===== config.mk =====
export PLATFORM = sky130hd
export DESIGN_NAME = ambient_light_backlight_duty_core
export DESIGN_NICKNAME = d
export VERILOG_FILES = /design/src/rtl/core/albd_pkg.sv /design/src/rtl/core/albd_cell.sv /design/src/rtl/core/albd_window.sv /design/src/rtl/core/ambient_light_backlight_duty_core.sv
export SDC_FILE = /design/constraint.sdc
export NUM_CORES = 1
export LEC_CHECK = 0
export BUFFER_PORTS_ARGS = -buffer_cell sky130_fd_sc_hd__clkbuf_2
export CORE_MARGIN = 2
export CORE_UTILIZATION = 38
export CTS_BUF_LIST = sky130_fd_sc_hd__clkbuf_16
export DETAILED_ROUTE_END_ITERATION = 8
export GPL_TIMING_DRIVEN = 0
export PLACE_DENSITY = 0.59
export SLEW_MARGIN = 20
export SYNTH_ARGS = -nofsm -noshare
export SYNTH_HDL_FRONTEND = slang
export SYNTH_SLANG_ARGS = --single-unit

===== constraint.sdc =====
create_clock -name clk_i -period 43.9 [get_ports clk_i]
set_input_delay 8.78 -clock clk_i [delete_from_list [all_inputs] [get_ports clk_i]]
set_output_delay 8.78 -clock clk_i [all_outputs]
set_load 0.01 [all_outputs]

===== src/rtl/core/albd_pkg.sv =====
// shared constants and types for the ambient light backlight duty core
package albd_pkg;

  // sample window
  localparam int unsigned WINDOW      = 100;
  localparam int unsigned SAMPLE_BITS = 12;
  localparam int unsigned FILL_BITS   = $clog2(WINDOW + 1);
  localparam int unsigned SUM_BITS    = SAMPLE_BITS + $clog2(WINDOW);

  // duty in tens of percent, 1..10, zero when no update
  localparam int unsigned TENS_BITS   = 4;
  localparam int unsigned PCT_BITS    = 7;
  localparam int unsigned PERIOD_BITS = 16;
  localparam int unsigned PROD_BITS   = TENS_BITS + PERIOD_BITS;

  localparam logic [TENS_BITS-1:0] TENS_MIN = TENS_BITS'(1);
  localparam logic [TENS_BITS-1:0] TENS_MAX = TENS_BITS'(10);

  // divide by ten as (x >> 1) / 5, with x/5 = (x * RECIP5) >> RECIP_SHIFT
  localparam int unsigned RECIP_BITS  = 19;
  localparam int unsigned RECIP_SHIFT = 21;
  localparam logic [RECIP_BITS-1:0] RECIP5 = RECIP_BITS'(419431);
  localparam int unsigned QPROD_BITS  = (PROD_BITS - 1) + RECIP_BITS;

  // register reset values
  localparam logic [11:0] DARK_RESET   = 12'd62;
  localparam logic [15:0] PERIOD_RESET = 16'd3125;
  localparam logic [3:0]  LEVEL_RESET  = 4'd10;

  // configuration register indexes
  localparam int unsigned CFG_IDX_BITS = 3;
  typedef enum logic [CFG_IDX_BITS-1:0] {
    REG_ENABLE = 3'd0,
    REG_AUTO   = 3'd1,
    REG_LEVEL  = 3'd2,
    REG_DARK   = 3'd3,
    REG_PERIOD = 3'd4
  } cfg_reg_e;

  // what the first stage decided for a request
  typedef enum logic [1:0] {
    KIND_NONE  = 2'd0,
    KIND_FIXED = 2'd1,
    KIND_AUTO  = 2'd2
  } kind_e;

  typedef struct packed {
    kind_e                kind;
    logic [TENS_BITS-1:0] tens;
  } stage_a_t;

  typedef struct packed {
    logic [TENS_BITS-1:0] tens;
    logic                 err;
  } stage_b_t;

  typedef struct packed {
    logic                 upd;
    logic [PCT_BITS-1:0]  pct;
    logic [PROD_BITS-1:0] prod;
    logic                 err;
  } stage_c_t;

endpackage


===== src/rtl/core/albd_cell.sv =====
// one window cell: holds a sample, passes it on when the window shifts
module albd_cell import albd_pkg::*; (
  input  logic                   clk_i,
  input  logic                   shift_i,
  input  logic [SAMPLE_BITS-1:0] sample_i,
  output logic [SAMPLE_BITS-1:0] sample_o
);

  logic [SAMPLE_BITS-1:0] sample_q;

  always_ff @(posedge clk_i) begin
    if (shift_i) begin
      sample_q <= sample_i;
    end
  end

  assign sample_o = sample_q;

endmodule


===== src/rtl/core/albd_window.sv =====
// sample window as a chain of cells, oldest sample at the tail
module albd_window import albd_pkg::*; (
  input  logic                   clk_i,
  input  logic                   shift_i,
  input  logic [SAMPLE_BITS-1:0] sample_i,
  output logic [SAMPLE_BITS-1:0] tail_o
);

  logic [SAMPLE_BITS-1:0] link [WINDOW+1];

  assign link[0] = sample_i;

  for (genvar g = 0; g < WINDOW; g++) begin : g_cell
    albd_cell u_cell (
      .clk_i    (clk_i),
      .shift_i  (shift_i),
      .sample_i (link[g]),
      .sample_o (link[g+1])
    );
  end

  assign tail_o = link[WINDOW];

endmodule


===== src/rtl/core/ambient_light_backlight_duty_core.sv =====
// top level of the ambient light backlight duty core
//
// usage
// - input channel (in_valid_i / in_ready_o): one request per tick with
//   settings_ready_i, alarm_active_i and light_sample_i
// - output channel (out_valid_o / out_ready_i): exactly one result per
//   request, in order: duty_update_o, duty_percent_o, compare_count_o and
//   the sticky sensor_failed_o flag
// - config port: cfg_we_i writes cfg_wdata_i to register cfg_index_i
//   (0 enable, 1 auto mode, 2 level, 3 dark threshold, 4 pwm period);
//   other indexes are ignored; write only while no request is in flight
// - pipeline: the decision is registered at accept, then duty select, period
//   multiply, divide by ten into the output register
// - throughput: one request per cycle when not stalled; the window is a chain of
//   cells that shifts once per auto request and a running sum replaces any scan
// - reset: registers take their reset values, fill count, running sum and
//   sticky flag clear (the window holds no reset, the fill count masks stale cells)
// - stall: when out_ready_i is low the pipeline fills up, holding its
//   contents; in_ready_o drops only once all four stages are occupied
module ambient_light_backlight_duty_core import albd_pkg::*; (
  input  logic                    clk_i,
  input  logic                    rst_ni,
  // config write port
  input  logic                    cfg_we_i,
  input  logic [CFG_IDX_BITS-1:0] cfg_index_i,
  input  logic [PERIOD_BITS-1:0]  cfg_wdata_i,
  // request channel
  input  logic                    in_valid_i,
  output logic                    in_ready_o,
  input  logic                    settings_ready_i,
  input  logic                    alarm_active_i,
  input  logic [11:0]             light_sample_i,
  // result channel
  output logic                    out_valid_o,
  input  logic                    out_ready_i,
  output logic                    duty_update_o,
  output logic [PCT_BITS-1:0]     duty_percent_o,
  output logic [PERIOD_BITS-1:0]  compare_count_o,
  output logic                    sensor_failed_o
);

  // ---------------------------------------------------------------------
  // config registers; dark threshold kept pre-scaled by the window size
  // ---------------------------------------------------------------------
  logic                   enable_q;
  logic                   auto_q;
  logic [3:0]             level_q;
  logic [SUM_BITS-1:0]    thr_sum_q;
  logic [PERIOD_BITS-1:0] period_q;

  always_ff @(posedge clk_i or negedge rst_ni) begin
    if (!rst_ni) begin
      enable_q  <= 1'b0;
      auto_q    <= 1'b1;
      level_q   <= LEVEL_RESET;
      thr_sum_q <= SUM_BITS'(DARK_RESET) * SUM_BITS'(WINDOW);
      period_q  <= PERIOD_RESET;
    end else if (cfg_we_i) begin
      case (cfg_index_i)
        REG_ENABLE: enable_q  <= cfg_wdata_i[0];
        REG_AUTO:   auto_q    <= cfg_wdata_i[0];
        REG_LEVEL:  level_q   <= cfg_wdata_i[3:0];
        REG_DARK:   thr_sum_q <= SUM_BITS'(cfg_wdata_i[11:0]) * SUM_BITS'(WINDOW);
        REG_PERIOD: period_q  <= cfg_wdata_i;
        default: ;
      endcase
    end
  end

  // ---------------------------------------------------------------------
  // pipeline handshake: each stage moves when the next one has room
  // ---------------------------------------------------------------------
  logic a_valid_q, b_valid_q, c_valid_q, o_valid_q;
  logic a_ready, b_ready, c_ready, o_ready;

  assign o_ready = !o_valid_q || out_ready_i;
  assign c_ready = !c_valid_q || o_ready;
  assign b_ready = !b_valid_q || c_ready;
  assign a_ready = !a_valid_q || b_ready;

  assign in_ready_o = a_ready;

  logic in_fire;
  assign in_fire = in_valid_i && in_ready_o;

  // ---------------------------------------------------------------------
  // accept: classify the request, shift the window, keep the running sum
  // ---------------------------------------------------------------------
  logic [SAMPLE_BITS-1:0] sample;
  logic [SAMPLE_BITS-1:0] tail;
  logic [SAMPLE_BITS-1:0] leaving;
  logic [FILL_BITS-1:0]   fill_q, fill_d;
  logic [SUM_BITS-1:0]    sum_q, sum_d;
  logic                   win_full;
  logic                   shift;
  stage_a_t               a_d, a_q;

  assign sample   = light_sample_i[SAMPLE_BITS-1:0];
  assign win_full = (fill_q == FILL_BITS'(WINDOW));
  // until the window is full the tail cell was never written
  assign leaving  = win_full ? tail : '0;

  always_comb begin
    a_d.kind = KIND_NONE;
    a_d.tens = '0;
    shift    = 1'b0;
    fill_d   = fill_q;
    sum_d    = sum_q;
    if (settings_ready_i && enable_q) begin
      if (alarm_active_i) begin
        a_d.kind = KIND_FIXED;
        a_d.tens = TENS_MAX;
      end else if (auto_q) begin
        shift = in_fire;
        sum_d = sum_q - SUM_BITS'(leaving) + SUM_BITS'(sample);
        if (win_full) begin
          a_d.kind = KIND_AUTO;
        end else begin
          fill_d = fill_q + FILL_BITS'(1);
        end
      end else begin
        // manual level, clamped to 10..100 percent
        a_d.kind = KIND_FIXED;
        if (level_q == '0) begin
          a_d.tens = TENS_MIN;
        end else if (level_q > TENS_MAX) begin
          a_d.tens = TENS_MAX;
        end else begin
          a_d.tens = level_q;
        end
      end
    end
  end

  albd_window u_window (
    .clk_i    (clk_i),
    .shift_i  (shift),
    .sample_i (sample),
    .tail_o   (tail)
  );

  always_ff @(posedge clk_i or negedge rst_ni) begin
    if (!rst_ni) begin
      fill_q <= '0;
      sum_q  <= '0;
    end else if (shift) begin
      fill_q <= fill_d;
      sum_q  <= sum_d;
    end
  end

  always_ff @(posedge clk_i or negedge rst_ni) begin
    if (!rst_ni) begin
      a_valid_q <= 1'b0;
    end else if (a_ready) begin
      a_valid_q <= in_valid_i;
    end
  end

  always_ff @(posedge clk_i) begin
    if (in_fire) begin
      a_q <= a_d;
    end
  end

  // ---------------------------------------------------------------------
  // stage b: threshold compare on the sum that includes this sample,
  // sticky sensor fail on an all-zero window
  // ---------------------------------------------------------------------
  logic     a_move;
  logic     zero_hit;
  logic     err_q;
  stage_b_t b_d, b_q;

  assign a_move   = a_valid_q && b_ready;
  assign zero_hit = (a_q.kind == KIND_AUTO) && (sum_q == '0);

  always_comb begin
    b_d.err = err_q || zero_hit;
    case (a_q.kind)
      KIND_AUTO:  b_d.tens = (sum_q < thr_sum_q) ? TENS_MIN : TENS_MAX;
      KIND_FIXED: b_d.tens = a_q.tens;
      default:    b_d.tens = '0;
    endcase
  end

  always_ff @(posedge clk_i or negedge rst_ni) begin
    if (!rst_ni) begin
      err_q <= 1'b0;
    end else if (a_move && zero_hit) begin
      err_q <= 1'b1;
    end
  end

  always_ff @(posedge clk_i or negedge rst_ni) begin
    if (!rst_ni) begin
      b_valid_q <= 1'b0;
    end else if (b_ready) begin
      b_valid_q <= a_valid_q;
    end
  end

  always_ff @(posedge clk_i) begin
    if (a_move) begin
      b_q <= b_d;
    end
  end

  // ---------------------------------------------------------------------
  // stage c: tens times period, percent; zero tens means no update
  // ---------------------------------------------------------------------
  stage_c_t c_d, c_q;

  always_comb begin
    c_d.upd  = (b_q.tens != '0);
    c_d.pct  = PCT_BITS'(b_q.tens) * PCT_BITS'(10);
    c_d.prod = PROD_BITS'(b_q.tens) * PROD_BITS'(period_q);
    c_d.err  = b_q.err;
  end

  always_ff @(posedge clk_i or negedge rst_ni) begin
    if (!rst_ni) begin
      c_valid_q <= 1'b0;
    end else if (c_ready) begin
      c_valid_q <= b_valid_q;
    end
  end

  always_ff @(posedge clk_i) begin
    if (b_valid_q && c_ready) begin
      c_q <= c_d;
    end
  end

  // ---------------------------------------------------------------------
  // output stage: divide by ten as a reciprocal multiply, exact here
  // ---------------------------------------------------------------------
  logic [QPROD_BITS-1:0]  qprod;
  logic                   upd_q;
  logic [PCT_BITS-1:0]    pct_q;
  logic [PERIOD_BITS-1:0] count_q;
  logic                   fail_q;

  assign qprod = QPROD_BITS'(c_q.prod[PROD_BITS-1:1]) * QPROD_BITS'(RECIP5);

  always_ff @(posedge clk_i or negedge rst_ni) begin
    if (!rst_ni) begin
      o_valid_q <= 1'b0;
    end else if (o_ready) begin
      o_valid_q <= c_valid_q;
    end
  end

  always_ff @(posedge clk_i) begin
    if (c_valid_q && o_ready) begin
      upd_q   <= c_q.upd;
      pct_q   <= c_q.pct;
      count_q <= qprod[RECIP_SHIFT +: PERIOD_BITS];
      fail_q  <= c_q.err;
    end
  end

  assign out_valid_o     = o_valid_q;
  assign duty_update_o   = upd_q;
  assign duty_percent_o  = pct_q;
  assign compare_count_o = count_q;
  assign sensor_failed_o = fail_q;

`ifndef SYNTHESIS
  // fill count saturates at the window size
  assert property (@(posedge clk_i) disable iff (!rst_ni)
    fill_q <= FILL_BITS'(WINDOW))
    else $error("fill count beyond window size");

  // sensor fail flag never clears once set
  assert property (@(posedge clk_i) disable iff (!rst_ni)
    err_q |=> err_q)
    else $error("sticky sensor fail flag cleared");

  // a result without update carries zero duty and count
  assert property (@(posedge clk_i) disable iff (!rst_ni)
    (out_valid_o && !duty_update_o) |-> (duty_percent_o == '0 && compare_count_o == '0))
    else $error("non-update result with nonzero duty");

  // an updating result stays within 10..100 percent
  assert property (@(posedge clk_i) disable iff (!rst_ni)
    (out_valid_o && duty_update_o) |->
      (duty_percent_o >= PCT_BITS'(10) && duty_percent_o <= PCT_BITS'(100)))
    else $error("duty percent outside clamp range");

  // the window only moves when a request is taken
  assert property (@(posedge clk_i) disable iff (!rst_ni)
    shift |-> in_fire)
    else $error("window shifted without accepted request");
`endif

endmodule


==> flow_summary.yaml <==
synth:
  synthMuxAreaShare_pct: 0.665
  synth_ff_type: "edfxtp_1"
  yosys.area_share.simple_pct: 2.91
  synthTopCellsByCount: "1262 x edfxtp_1, 368 x inv_1, 266 x ha_1"
  yosysMostFrequentCell: "edfxtp_1"
  synth-seq-area-share_pct: 76.4
  synthTopCellsByArea: "edfxtp_1 73%, fa_1 6.8%, ha_1 6.4%"
  synth_top_area_share_pct: 73.0
  synth-seq-cells: 1332
  async_flop_share_pct: 5.26
  synth_xor_area_share_pct: 1.22
  yosys.area.top_type: "edfxtp_1"
  yosys_warnings: 0
  netlist_area_um2: 51900
  netlist_instances: 2772
  synth_compound_area_share_pct: 2.76
  synth-edff-count: 1262
  synth.distinct_cells: 74
  synth_top_family_by_area: "adder cells"
  synth_fa_ha_area_share_pct: 13.2
  syn_avg_cell_area_um2: 18.7
  synth_nets: 3252
drt:
  drt_iter0_drc: 1876
  vias: 22220
  wl_um: 81300
  drc: 0
  antenna_left: 0
  firstDrtPassIters: 5
  via_per_inst: 4.56
  routedWlPerCell_um: 16.7
finish:
  final_net_count: 3465
  layout-drive-gt1-share_pct: 10.7
  num-fill-cells: 11765
  area_growth_pct: 14.0
  diodes: 0
  utilization_pct: 43.7
timing:
  fin_worst_skew_ns: 0.0292
  setup_viol: 0
  hold_viol: 0
  fin_ws_ns: 25.23
  fin_setup_tns_ns: 0
  rsz0062_at_grt: "no"
  fin_crit_sh_pct: 42.5
  fin_crit_ns: 18.67
  max_freq_mhz: 53.6
  slew_viol_final: 0
  tightest_slew_ns: 0.605
  slew_headroom_pct: 59.6
  hold_slack_ns: 0.404
cts:
  postCtsSetupRepairBufs: 0
  cts-htree-levels: 4
  cts_tree: "built"
  postCtsResizedCells: 0
  cts.clk_slew.worst_paths_ns: 0.07
  ctsHoldBuffers: 0
  cts_sinks: 1332
  cts_buffer_depth: 3
  clockRootBuffer: "clkbuf_16"
  clkLatencyLatePin_ns: 0.74
  numCtsBuffers: 131
grt:
  grt_max_degree: 104
  grt_pass1_wl_um: 128000
  grt_pass1_vias: 22755
  grt_use_total_pct: 11.8
  grt-ovfl-total: 0
  antenna_found_initial: 6
floorplan:
  row_count: 135
  dieArea_um2: 140000
  io_pins: 65
  core_area_um2: 135000
  die_width_um: 374
  initial_core_util_pct: 38.3
  die_y_um: 374
worst_setup_path:
  critPathLaunchType: "input port"
  crit_arrival_ns: 9.89
  end_kind: "primary output"
  path_class: "input port to primary output"
  cp.required_ns: 35.12
  critPathMaxFanout: 6
place:
  dp_slack_ns: 25.17
  gp_congestion: 0.840
  dpl.hpwl_um: 53000
  io_buffer_count: 63
job:
  drv_cap: 0
status:
  status: "finished, final reports clean"
hold_path:
  min_path_type: "register to register"
[logic make-up (layout without fill, tap and decap cells)]
logic type / Yosys count / in the layout
flops: 1332 / 1332
fa+ha+maj: 442 / 442
buf+inv: 386 / 702
simple gates: 295 / 295
compound gates: 213 / 213
xor+xnor: 72 / 72
mux: 31 / 31
other cells: 1 / 1
[layer usage]
| layer | share of wire (%) | GRT usage (%) | up-vias | wire [µm] |
|---|---|---|---|---|
| li1 | - | - | 10493 | - |
| met1 | 51 | 17.8 | 11158 | 41400 |
| met2 | 41 | 16.3 | 413 | 33700 |
| met3 | 5.1 | 3.07 | 150 | 4110 |
| met4 | 2.6 | 4.27 | 6 | 2110 |
| met5 | 0.054 | 0 | - | 44 |
[sequential cells by signal, indices dropped and copies added (netlist names)]
| register | flops |
|---|---|
| period_q | 16 |
| a_q | 6 |
| err_q | 1 |
| compare_count_o | 16 |
| fill_q | 7 |
| u_window.g_cell.u_cell.sample_o | 1200 |
| auto_q | 1 |
| sensor_failed_o | 1 |
| b_valid_q | 1 |
| duty_percent_o | 6 |
| level_q | 4 |
| b_q | 5 |
| thr_sum_q | 17 |
| duty_update_o | 1 |
| a_valid_q | 1 |
| c_q | 27 |
| c_valid_q | 1 |
| sum_q | 19 |
| out_valid_o | 1 |
| enable_q | 1 |
[final cells by class]
type	instances	area [µm²]	area share, %
multi-input combinational	1054	10800	18.2
inverter	368	1380	2.33
clock buffer	133	3330	5.62
clock inverter	103	913	1.54
tap	1781	2230	3.77
timing repair buffer	80	778	1.32
buffer	18	82.6	0.140
sequential	1332	39700	67.0
[path summary, 6_finish.rpt]
path | start | endpoint | slack [ns] | cells past startpoint
min reg2reg | u_window.g_cell[81].u_cell.sample_o[10]$_DFFE_PP_ | u_window.g_cell[82].u_cell.sample_o[10]$_DFFE_PP_ | 0.40 | 0
max reg2reg | c_q[4]$_DFFE_PP_ | compare_count_o[15]$_DFFE_PP_ | 37.45 | 19
max | out_ready_i | in_ready_o | 25.23 | 4
min in group asynchronous | rst_ni | c_valid_q$_DFFE_PN0P_ | 8.05 | 1
min | u_window.g_cell[81].u_cell.sample_o[10]$_DFFE_PP_ | u_window.g_cell[82].u_cell.sample_o[10]$_DFFE_PP_ | 0.40 | 0
max in group asynchronous | rst_ni | period_q[4]$_DFFE_PN1P_ | 35.18 | 2
[cell usage in the layout (no fill, tap or decap), drive strengths merged, types with 5 or more instances in the layout]
cell type  instances
edfxtp          1262
inv              396
ha               266
clkbuf           210
fa               176
nand2             96
a21oi             67
clkinv            61
dfrtp             56
and2              54
o21ai             53
nor2              42
xnor2             40
xor2              32
mux2              28
a21o              26
buf               21
nand3             17
nand2b            14
dfstp             14
nor3              14
nand4             12
bufinv            11
nor2b              9
o21bai             9
a31oi              9
o21a               7
or3                6
a211oi             6
and3               5
nor3b              5
or2                5
[metrics by stage]
step                area, µm²  instances
floorplan               51900       2772
global placement        54400       4616
detailed placement      54900       4633
CTS                     59200       4869
global route            59200       4869
finish                  59200       4869
[worst max-delay path, cell delays in order]
cell      delay, ns
clkbuf_2       0.12
nor2b_1        0.50
nand4_1        0.23
clkbuf_2       0.25
Power is not shown: default switching activity piles up to over one toggle a cycle in this logic, so the estimate is an artifact.
